--- src/hw/rtl/bsg_pkg.sv ---
`timescale 1ns / 1ps
`default_nettype none
// ----------------------------------------------------------------------------
// bsg_pkg
// Shared types and constants for the BMP stream to grayscale block.
// ----------------------------------------------------------------------------
package bsg_pkg;

  localparam int DIM_BITS_DEF = 16;

  // Width of the weighted color sum 299r + 587g + 114b
  localparam int LUMA_W = 18;

  typedef enum logic [1:0] {
    KIND_PIXEL     = 2'd0,
    KIND_HEADER    = 2'd1,
    KIND_BAD_SIG   = 2'd2,
    KIND_BAD_DEPTH = 2'd3
  } kind_t;

  // Result handed from the parser to the divide stage
  typedef struct packed {
    logic              valid;
    kind_t             kind;
    logic              bypass;
    logic [LUMA_W-1:0] sum;
    logic [15:0]       width;
    logic [15:0]       height;
    logic              last;
  } mid_t;

endpackage
`default_nettype wire

--- src/hw/rtl/bsg_parser.sv ---
`timescale 1ns / 1ps
`default_nettype none
// ----------------------------------------------------------------------------
// bsg_parser
// Header capture, offset skip, pixel grouping and row padding; registers
// at most one pending result per accepted byte.
// ----------------------------------------------------------------------------
module bsg_parser import bsg_pkg::*; #(
  parameter int DIM_BITS = DIM_BITS_DEF
) (
  input  logic       clk,
  input  logic       rst,
  input  logic       en,
  input  logic       accept,
  input  logic [7:0] byte_in,
  input  logic       start_file,
  output mid_t       mid
);

  localparam int CNT_W = DIM_BITS - 1;

  localparam logic [5:0]        HDR_LAST = 6'd53;
  localparam logic [31:0]       HDR_LEN  = 32'd54;
  localparam logic [15:0]       BMP_SIG  = 16'h4D42;
  localparam logic [15:0]       DEPTH_8  = 16'd8;
  localparam logic [15:0]       DEPTH_24 = 16'd24;
  localparam logic [LUMA_W-1:0] COEF_R   = LUMA_W'(299);
  localparam logic [LUMA_W-1:0] COEF_G   = LUMA_W'(587);
  localparam logic [LUMA_W-1:0] COEF_B   = LUMA_W'(114);

  typedef enum logic [5:0] {
    PH_IDLE   = 6'b000001,
    PH_HEADER = 6'b000010,
    PH_SKIP   = 6'b000100,
    PH_PIXEL  = 6'b001000,
    PH_PAD    = 6'b010000,
    PH_DONE   = 6'b100000
  } phase_t;

  function automatic logic [15:0] sat16(input logic [31:0] raw);
    logic [15:0] r;
    if (raw[31]) begin
      r = (&raw[30:15]) ? raw[15:0] : 16'h8000;
    end else begin
      r = (|raw[30:15]) ? 16'h7FFF : raw[15:0];
    end
    return r;
  endfunction

  phase_t            phase, phase_next, phase_cur;
  logic [5:0]        header_count, header_count_next, hc_cur, rel;
  logic [15:0]       signature, signature_next;
  logic [31:0]       data_offset, data_offset_next;
  logic [31:0]       width_raw, width_raw_next;
  logic [31:0]       height_raw, height_raw_next;
  logic [15:0]       depth, depth_next;
  logic [31:0]       byte_position, byte_position_next;
  logic [CNT_W-1:0]  column_count, column_count_next;
  logic [CNT_W-1:0]  row_count, row_count_next;
  logic [1:0]        pad_count, pad_count_next;
  logic [1:0]        color_phase, color_phase_next;
  logic [LUMA_W-1:0] luma_acc, luma_acc_next;

  logic [CNT_W-1:0]  w_cnt, h_cnt;
  logic [CNT_W:0]    col_inc, row_inc;
  logic [1:0]        row_bytes, row_pad;
  logic              do_pixel, emit_pixel;
  mid_t              res;

  // Dimensions as pixel counts: zero when not positive, saturated when large
  assign w_cnt = width_raw[31] ? '0 :
                 (|width_raw[30:CNT_W]) ? {CNT_W{1'b1}} : width_raw[CNT_W-1:0];
  assign h_cnt = height_raw[31] ? '0 :
                 (|height_raw[30:CNT_W]) ? {CNT_W{1'b1}} : height_raw[CNT_W-1:0];

  assign col_inc   = {1'b0, column_count} + 1'b1;
  assign row_inc   = {1'b0, row_count} + 1'b1;
  assign row_bytes = (depth == DEPTH_24) ? 2'(w_cnt[1:0] * 2'd3) : w_cnt[1:0];
  assign row_pad   = 2'd0 - row_bytes;

  always_comb begin
    phase_cur = start_file ? PH_HEADER : phase;
    hc_cur    = start_file ? 6'd0 : header_count;
    rel       = 6'd0;

    phase_next         = phase_cur;
    header_count_next  = hc_cur;
    signature_next     = start_file ? 16'd0 : signature;
    data_offset_next   = start_file ? 32'd0 : data_offset;
    width_raw_next     = start_file ? 32'd0 : width_raw;
    height_raw_next    = start_file ? 32'd0 : height_raw;
    depth_next         = start_file ? 16'd0 : depth;
    byte_position_next = start_file ? 32'd0 : byte_position;
    column_count_next  = start_file ? '0 : column_count;
    row_count_next     = start_file ? '0 : row_count;
    pad_count_next     = start_file ? 2'd0 : pad_count;
    color_phase_next   = start_file ? 2'd0 : color_phase;
    luma_acc_next      = luma_acc;

    do_pixel   = 1'b0;
    emit_pixel = 1'b0;
    res        = '0;

    case (phase_cur)
      PH_HEADER: begin
        if (hc_cur < 6'd2) begin
          signature_next[{hc_cur[0], 3'b000} +: 8] = byte_in;
        end else if (hc_cur >= 6'd10 && hc_cur < 6'd14) begin
          rel = hc_cur - 6'd10;
          data_offset_next[{rel[1:0], 3'b000} +: 8] = byte_in;
        end else if (hc_cur >= 6'd18 && hc_cur < 6'd22) begin
          rel = hc_cur - 6'd18;
          width_raw_next[{rel[1:0], 3'b000} +: 8] = byte_in;
        end else if (hc_cur >= 6'd22 && hc_cur < 6'd26) begin
          rel = hc_cur - 6'd22;
          height_raw_next[{rel[1:0], 3'b000} +: 8] = byte_in;
        end else if (hc_cur >= 6'd28 && hc_cur < 6'd30) begin
          rel = hc_cur - 6'd28;
          depth_next[{rel[0], 3'b000} +: 8] = byte_in;
        end
        if (hc_cur != HDR_LAST) begin
          header_count_next = hc_cur + 6'd1;
        end else begin
          byte_position_next = HDR_LEN;
          res.valid  = 1'b1;
          res.last   = 1'b1;
          phase_next = PH_DONE;
          if (signature != BMP_SIG) begin
            res.kind = KIND_BAD_SIG;
          end else begin
            res.width  = sat16(width_raw);
            res.height = sat16(height_raw);
            if (depth != DEPTH_8 && depth != DEPTH_24) begin
              res.kind = KIND_BAD_DEPTH;
            end else begin
              res.kind = KIND_HEADER;
              if (w_cnt != '0 && h_cnt != '0) begin
                res.last   = 1'b0;
                phase_next = PH_SKIP;
              end
            end
          end
        end
      end
      PH_SKIP: begin
        // Offsets below the header length never hold here: position starts at 54
        if (byte_position < data_offset) begin
          byte_position_next = byte_position + 32'd1;
        end else begin
          phase_next = PH_PIXEL;
          do_pixel   = 1'b1;
        end
      end
      PH_PIXEL: begin
        do_pixel = 1'b1;
      end
      PH_PAD: begin
        pad_count_next = pad_count - 2'd1;
        if (pad_count == 2'd1) begin
          phase_next = PH_PIXEL;
        end
      end
      default: begin
      end
    endcase

    if (do_pixel) begin
      if (depth == DEPTH_24) begin
        case (color_phase)
          2'd0: begin
            luma_acc_next    = COEF_B * LUMA_W'(byte_in);
            color_phase_next = 2'd1;
          end
          2'd1: begin
            luma_acc_next    = luma_acc + COEF_G * LUMA_W'(byte_in);
            color_phase_next = 2'd2;
          end
          default: begin
            color_phase_next = 2'd0;
            res.sum          = luma_acc + COEF_R * LUMA_W'(byte_in);
            emit_pixel       = 1'b1;
          end
        endcase
      end else begin
        res.bypass = 1'b1;
        res.sum    = LUMA_W'(byte_in);
        emit_pixel = 1'b1;
      end
    end

    if (emit_pixel) begin
      res.valid = 1'b1;
      res.kind  = KIND_PIXEL;
      column_count_next = col_inc[CNT_W-1:0];
      if (col_inc >= {1'b0, w_cnt}) begin
        column_count_next = '0;
        row_count_next    = row_inc[CNT_W-1:0];
        if (row_inc >= {1'b0, h_cnt}) begin
          res.last   = 1'b1;
          phase_next = PH_DONE;
        end else begin
          pad_count_next = row_pad;
          if (row_pad != 2'd0) begin
            phase_next = PH_PAD;
          end
        end
      end
    end

    // Only a byte taken this cycle makes a result
    res.valid = res.valid & accept;
  end

  always_ff @(posedge clk) begin
    if (rst) begin
      phase         <= PH_IDLE;
      header_count  <= '0;
      signature     <= '0;
      data_offset   <= '0;
      width_raw     <= '0;
      height_raw    <= '0;
      depth         <= '0;
      byte_position <= '0;
      column_count  <= '0;
      row_count     <= '0;
      pad_count     <= '0;
      color_phase   <= '0;
      luma_acc      <= '0;
    end else if (accept) begin
      phase         <= phase_next;
      header_count  <= header_count_next;
      signature     <= signature_next;
      data_offset   <= data_offset_next;
      width_raw     <= width_raw_next;
      height_raw    <= height_raw_next;
      depth         <= depth_next;
      byte_position <= byte_position_next;
      column_count  <= column_count_next;
      row_count     <= row_count_next;
      pad_count     <= pad_count_next;
      color_phase   <= color_phase_next;
      luma_acc      <= luma_acc_next;
    end
  end

  // Hold the pending result while the output side stalls
  always_ff @(posedge clk) begin
    if (rst) begin
      mid.valid <= 1'b0;
    end else if (en) begin
      mid <= res;
    end
  end

endmodule
`default_nettype wire

--- src/hw/rtl/bsg_luma_div.sv ---
`timescale 1ns / 1ps
`default_nettype none
// ----------------------------------------------------------------------------
// bsg_luma_div
// Divides the weighted color sum by 1000 through a reciprocal multiply,
// passes bypass bytes through unchanged, and registers the finished result item.
// ----------------------------------------------------------------------------
module bsg_luma_div import bsg_pkg::*; (
  input  logic        clk,
  input  logic        rst,
  input  logic        en,
  input  mid_t        mid,
  output logic        out_valid,
  output kind_t       kind,
  output logic [7:0]  gray,
  output logic [15:0] img_width,
  output logic [15:0] img_height,
  output logic        last
);

  // floor(x / 1000) == (x * ceil(2^27 / 1000)) >> 27 for every x below 2^18
  localparam int          DIV_SHIFT = 27;
  localparam int          PROD_W    = LUMA_W + 18;
  localparam logic [PROD_W-1:0] DIV_MULT = PROD_W'(134218);

  logic [PROD_W-1:0] prod;
  logic [7:0]        quot;

  assign prod = PROD_W'(mid.sum) * DIV_MULT;
  assign quot = prod[DIV_SHIFT +: 8];

  always_ff @(posedge clk) begin
    if (rst) begin
      out_valid <= 1'b0;
    end else if (en) begin
      out_valid <= mid.valid;
    end
  end

  always_ff @(posedge clk) begin
    if (en) begin
      kind       <= mid.kind;
      gray       <= mid.bypass ? mid.sum[7:0] : quot;
      img_width  <= mid.width;
      img_height <= mid.height;
      last       <= mid.last;
    end
  end

endmodule
`default_nettype wire

--- src/hw/rtl/bmp_stream_to_grayscale_top.sv ---
`timescale 1ns / 1ps
`default_nettype none
// ----------------------------------------------------------------------------
// bmp_stream_to_grayscale_top
// BMP byte stream in, header info and grayscale pixel items out.
// ----------------------------------------------------------------------------
// Input channel: one file byte per item in s_tdata; s_tuser high marks the
// first byte of a file and restarts the parse. Output channel: one result
// item per pixel, plus one item after the 54-byte header (header info, bad
// signature or unsupported depth); m_tuser carries the kind, m_tlast marks
// the final item of the file. Bytes before the first start, padding and
// bytes after the final item produce no output.
// Throughput is one byte per cycle while the receiver does not stall.
// After its byte is accepted, a result passes through the parser, which
// registers the weighted color sum, then the divide-by-1000 multiply feeds
// the output register. When the receiver stalls with an item waiting, both
// stages hold and s_tready drops in the same cycle; an empty output
// register keeps the input open. Reset returns the parser to idle, awaiting
// a start byte, and empties both stages.
// ----------------------------------------------------------------------------
module bmp_stream_to_grayscale_top import bsg_pkg::*; #(
  parameter int DIM_BITS = DIM_BITS_DEF
) (
  input  logic        clk,
  input  logic        rst,
  input  logic        s_tvalid,
  output logic        s_tready,
  input  logic [7:0]  s_tdata,   // [7:0] byte_in
  input  logic        s_tuser,   // [0] start_file
  output logic        m_tvalid,
  input  logic        m_tready,
  output logic [39:0] m_tdata,   // [7:0] gray, [23:8] img_width, [39:24] img_height
  output logic [1:0]  m_tuser,   // [1:0] kind
  output logic        m_tlast
);

  logic  en;
  logic  accept;
  mid_t  mid;
  kind_t kind;
  logic [7:0]  gray;
  logic [15:0] img_width;
  logic [15:0] img_height;

  // Advance the pipeline whenever the output register is free or taken
  assign en       = ~m_tvalid | m_tready;
  assign s_tready = en;
  assign accept   = s_tvalid & en;

  bsg_parser #(
    .DIM_BITS (DIM_BITS)
  ) u_parser (
    .clk        (clk),
    .rst        (rst),
    .en         (en),
    .accept     (accept),
    .byte_in    (s_tdata),
    .start_file (s_tuser),
    .mid        (mid)
  );

  bsg_luma_div u_div (
    .clk        (clk),
    .rst        (rst),
    .en         (en),
    .mid        (mid),
    .out_valid  (m_tvalid),
    .kind       (kind),
    .gray       (gray),
    .img_width  (img_width),
    .img_height (img_height),
    .last       (m_tlast)
  );

  assign m_tdata = {img_height, img_width, gray};
  assign m_tuser = kind;

endmodule
`default_nettype wire
--- config.mk ---
export PLATFORM = sky130hd
export DESIGN_NAME = bmp_stream_to_grayscale_top
export DESIGN_NICKNAME = d
export VERILOG_FILES = /design/src/hw/rtl/bsg_pkg.sv /design/src/hw/rtl/bsg_parser.sv /design/src/hw/rtl/bsg_luma_div.sv /design/src/hw/rtl/bmp_stream_to_grayscale_top.sv
export SDC_FILE = /design/constraint.sdc
export NUM_CORES = 1
export LEC_CHECK = 0
export ABC_AREA = 1
export BUFFER_PORTS_ARGS = -buffer_cell sky130_fd_sc_hd__buf_4
export CAP_MARGIN = 5
export CELL_PAD_IN_SITES_DETAIL_PLACEMENT = 0
export CELL_PAD_IN_SITES_GLOBAL_PLACEMENT = 1
export CORE_MARGIN = 4
export CORE_UTILIZATION = 35
export CTS_CLUSTER_SIZE = 10
export DETAILED_ROUTE_END_ITERATION = 8
export GPL_ROUTABILITY_DRIVEN = 0
export PLACE_DENSITY_LB_ADDON = 0.25
export SLEW_MARGIN = 20
export SYNTH_ARGS = -nofsm -noshare
export SYNTH_HDL_FRONTEND = slang
export SYNTH_SLANG_ARGS = --single-unit
--- constraint.sdc ---
create_clock -name clk -period 5.8 [get_ports clk]
set_input_delay 1.45 -clock clk [delete_from_list [all_inputs] [get_ports clk]]
set_output_delay 1.45 -clock clk [all_outputs]
set_load 0.02 [all_outputs]
==> metrics list <==
* Run status: complete, no violations
- Max-cap violations: 0
- Worst hold path type: flip-flop to flip-flop
- Number of enable-type register cells in the synthesized netlist: 97
* Register-to-Register Path Depth: 18
- Worst Clk Skew: 40.4 ps
* Ratio of routed vias to standard cells: 5.08
- The path with the worst hold slack has its endpoint at u_div.img_height[13]$_DFFE_PN_.
- Launching point of the worst reg2reg path: u_parser.mid[39]$_SDFFCE_PN0P_
- In the final routed layout, each cell accounts on average for 17.7 um.
- For this design the total switching power over the nets is 2.50 mW.
- Number of max-slew violations in the final report: 0
* Number of buffers and inverters on the critical path: 4
- Clock tree from TritonCTS: done
* Detailed Route WL: 79100 um
- The via count of the first global-routing pass is 21.8k.
- Of the available clock period, the critical path in the final layout requires 0.904.
- Worst EP arrival: 5580 ps
* Critical path class: flip-flop to flip-flop
- For this design the ratio of total power to cell area is 246 nW/um2.
- The number of antenna violations at the first check in global routing was 0.
- Hold Path Origin: u_parser.mid[14]$_SDFFCE_PP0P_
- Layout overhead on the synthesized area: 10.3%
- In the synthesized netlist the dominant register cell turns out to be dfxtp_1.
- Number of nets produced by synthesis: 3902
- Count of synthesis-stage warnings from yosys: 0
- Count of cells along the worst hold path: 0
- After the flow finishes, the layout carries non-filler instances totaling 4476.
- The largest single stage delay on the critical path is 610 ps.
- Total setup buffers inserted after CTS: 0
- For the final routed database, the setup TNS stands at 0 ps.
- Counting I/O delays and the setup requirement, the final critical path takes 5240 ps.
- Of the total power, the share spent switching nets is 0.350.
* CTS resizes: 0
* CTS Buf Count: 42
- The setup check on the worst reg-to-reg path leaves a slack of 560 ps.
- CP Data Required Time: 6130 ps
* Detailed placement HPWL: 59600 um
- In this run the tool buffered the top-level ports with 57 buffer cells.
- Crit path cell chain: ha_1 > ha_1 > fa_1 > inv_1 > fa_1 > inv_1 > fa_1 > inv_1 > fa_1 > inv_1 > ha_1 > a21oi_1 > o21ai_0 > a211oi_1 > nand2_1 > or2_2 > nand3_1 > nand2_1
- The worst setup path is launched from a flip-flop.
- Of the total power, the clock network draws 0.357.
* Core area: 74400 um2
- Registers take 7440 um2.
- Hold repair after CTS inserted 0 buffers.
- The floorplan step set the die height to 282 um.
* Internal Pwr Total: 4.64 mW
- For this design, the slowest cell found on the critical path is edfxtp_1.
- Cell count along the critical path: 18
* Maximum clock frequency: 191 MHz
- Fillers: 7800
* Worst supply voltage drop on vdd: 0.000192 V
* Sequential fraction of the synthesis area: 0.283
- The later pin in the worst-skew pair is clocked with a latency of 600 ps.
- The number of antenna diodes in the final layout is 0.
- Remaining antenna violation count after routing: 0
- DR vias: 22.7k
* Yosys reg bits: 323
- For this configuration, the core starts out at a cell density of 0.354.
- Setup repair after global routing left no endpoint under its margin.
* Gate count of the mapped netlist: 3464
* Clock transition at the registers of the reported paths: 50 ps
- The share of total power dissipated in combinational logic is 0.294.
- Critical path fanouts, max: 7
* Die outline area: 79700 um2
* Clock Path Buffers: 3
* DRT Pass-1 Iters: 7
- At the pin with the least slew margin, the transition time is 1040 ps.
- Entering global routing, the biggest net connects 98 pins.
- For this block, the initial DRC count from the detailed router was 1604.
* Netlist cell types: 64
- 58 I/O pins were placed.
- STA classifies the critical path endpoint as a flip-flop.
- Summed over all cells, the static leakage comes to 13.3 nW.
* Fraction of synthesis flops using an asynchronous set or reset pin: 0
- Count of nets after finishing: 3913
- Largest delay contributor family on the critical path: adder cells
- The die is 282 um wide.
- The first global-routing pass estimated 125000 um of wire.
- Measured against its own limit, the worst slew margin works out to 0.305.
* Clock root buffer master: clkbuf_16
- After detailed routing, the number of remaining DRC violations is 0.
- Global Route Usage Sum: 0.197
- Number of placement rows: 100
* Setup violations, final: 0
- The mapped netlist covers 26300 um2.
- Once placement completed, the tool counted placed cells totaling 4400.
- Average cell area after synthesis: 7.60 um2
* Portion of total power attributed to sequential cells: 0.350
* Endpoints failing hold: 0
- Remaining global-route overflow: 0
* Area used by multi-input combinational logic: 16000 um2
* Max H-tree Level: 2
* Share of final-layout standard cells stronger than drive strength 1: 0.0616
* Number of clock sinks seen by CTS: 323
- R2R Path End: u_div.gray[0]$_DFFE_PN_
[worst max-delay path by stage]
stage / from / end / slack (ps)
floorplan: s_tdata[6] / u_parser.mid[48]$_SDFFCE_PP0P_ / 670
global placement: s_tdata[6] / u_parser.mid[47]$_SDFFCE_PP0P_ / 260
detailed placement: s_tdata[6] / u_parser.mid[48]$_SDFFCE_PP0P_ / 170
CTS: u_parser.mid[39]$_SDFFCE_PN0P_ / u_div.gray[0]$_DFFE_PN_ / 510
global route: u_parser.mid[39]$_SDFFCE_PN0P_ / u_div.gray[0]$_DFFE_PN_ / 210
finish: u_parser.mid[39]$_SDFFCE_PN0P_ / u_div.gray[0]$_DFFE_PN_ / 560
[power groups by stage]
stage	Clock, mW	Combinational, mW	Sequential (mW)
after floorplan	0	1.55	2.53
after global placement	0	2.11	2.54
after detailed placement	0	2.11	2.54
after CTS	2.64	2.12	2.49
after global routing	2.72	2.44	2.51
final	2.55	2.10	2.50
[layout by cell type (no fill, tap or decap), types with 6 or more instances in the layout]
| cell | n |
|---|---|
| a211oi_1 | 13 |
| a21oi_1 | 275 |
| a221oi_1 | 21 |
| a31oi_1 | 31 |
| buf_4 | 86 |
| clkbuf_1 | 19 |
| clkbuf_16 | 42 |
| clkbuf_8 | 6 |
| dfxtp_1 | 226 |
| edfxtp_1 | 97 |
| fa_1 | 102 |
| ha_1 | 323 |
| inv_1 | 614 |
| inv_2 | 14 |
| nand2_1 | 551 |
| nand2_2 | 9 |
| nand2_4 | 10 |
| nand3_1 | 150 |
| nand3b_1 | 6 |
| nand4_1 | 75 |
| nor2_1 | 276 |
| nor2_2 | 6 |
| nor3_1 | 40 |
| nor4_1 | 17 |
| o211ai_1 | 58 |
| o21a_1 | 8 |
| o21ai_0 | 234 |
| o21ai_1 | 14 |
| o221ai_1 | 10 |
| o22ai_1 | 20 |
| o311ai_1 | 6 |
| or2_2 | 11 |
| xnor2_1 | 17 |
| xor2_1 | 42 |
[worst reg2reg max path, stage by stage (launching register included)]
cell	delay [ps]
edfxtp_1	610
ha_1	390
ha_1	220
fa_1	530
inv_1	50
fa_1	470
inv_1	50
fa_1	550
inv_1	60
fa_1	520
inv_1	40
ha_1	330
a21oi_1	200
o21ai_0	120
a211oi_1	300
nand2_1	120
or2_2	280
nand3_1	80
nand2_1	60
[registers in the layout, summed over array words and instances (netlist names), 6 cells and up]
name	count
u_parser.column_count	15
u_parser.width_raw	32
u_div.gray	8
u_parser.row_count	15
u_parser.height_raw	32
u_parser.depth	16
u_div.img_width	16
u_parser.header_count	6
u_parser.mid	55
u_parser.phase	6
u_parser.luma_acc	18
u_parser.data_offset	32
u_div.img_height	16
u_parser.signature	16
u_parser.byte_position	32
[stage by stage]
step	setup WS, ps	total power, mW	hold WS [ps]	area (um2)	utilization
after CTS	512	7.26	418	29000	0.390
after global routing	210	7.67	424	29000	0.390
after floorplan	669	4.07	400	26300	-
after detailed placement	171	4.65	405	27700	0.372
final	555	7.14	416	29000	0.390
after global placement	263	4.65	401	27700	0.372
[cells in the mapped netlist, types with 42 or more instances]
cell type,instances,area share
edfxtp_1,97,0.11
nor2_1,277,0.039
clkbuf_1,80,0.011
nand4_1,75,0.018
o211ai_1,58,0.017
nand3_1,150,0.029
dfxtp_1,226,0.17
xor2_1,42,0.014
nand2_1,552,0.079
inv_1,616,0.088
o21ai_0,234,0.044
a21oi_1,275,0.052
fa_1,102,0.078
ha_1,323,0.15
[cells by family (layout without fill, tap and decap cells)]
family                   count (synthesis)  count (layout)  synth area share
buffers and inverters                  752             795             0.110
XOR/XNOR                                59              59            0.0196
AO/OA/AOI/OAI                          730             730             0.159
flip-flops                             323             323             0.283
AND/OR/NAND/NOR                       1175            1175             0.198
adder cells (fa/ha/maj)                425             425             0.231
[routing by layer]
layer,global-route usage,vias to the layer above,part of all wire
met3,0.0263,99,0.046
met4,0.0471,0,0.025
met5,0,-,0
li1,-,11600,-
met2,0.310,483,0.44
met1,0.286,10600,0.49
[cell type report]
| type | count | area share |
|---|---|---|
| clock inverter | 9 | 0.00461 |
| timing repair buffer | 86 | 0.0222 |
| sequential | 323 | 0.256 |
| tap | 969 | 0.0418 |
| inverter | 633 | 0.0821 |
| multi-input combinational | 2389 | 0.552 |
| clock buffer | 67 | 0.0415 |
Note: power is estimated with default switching activity, not from simulation.
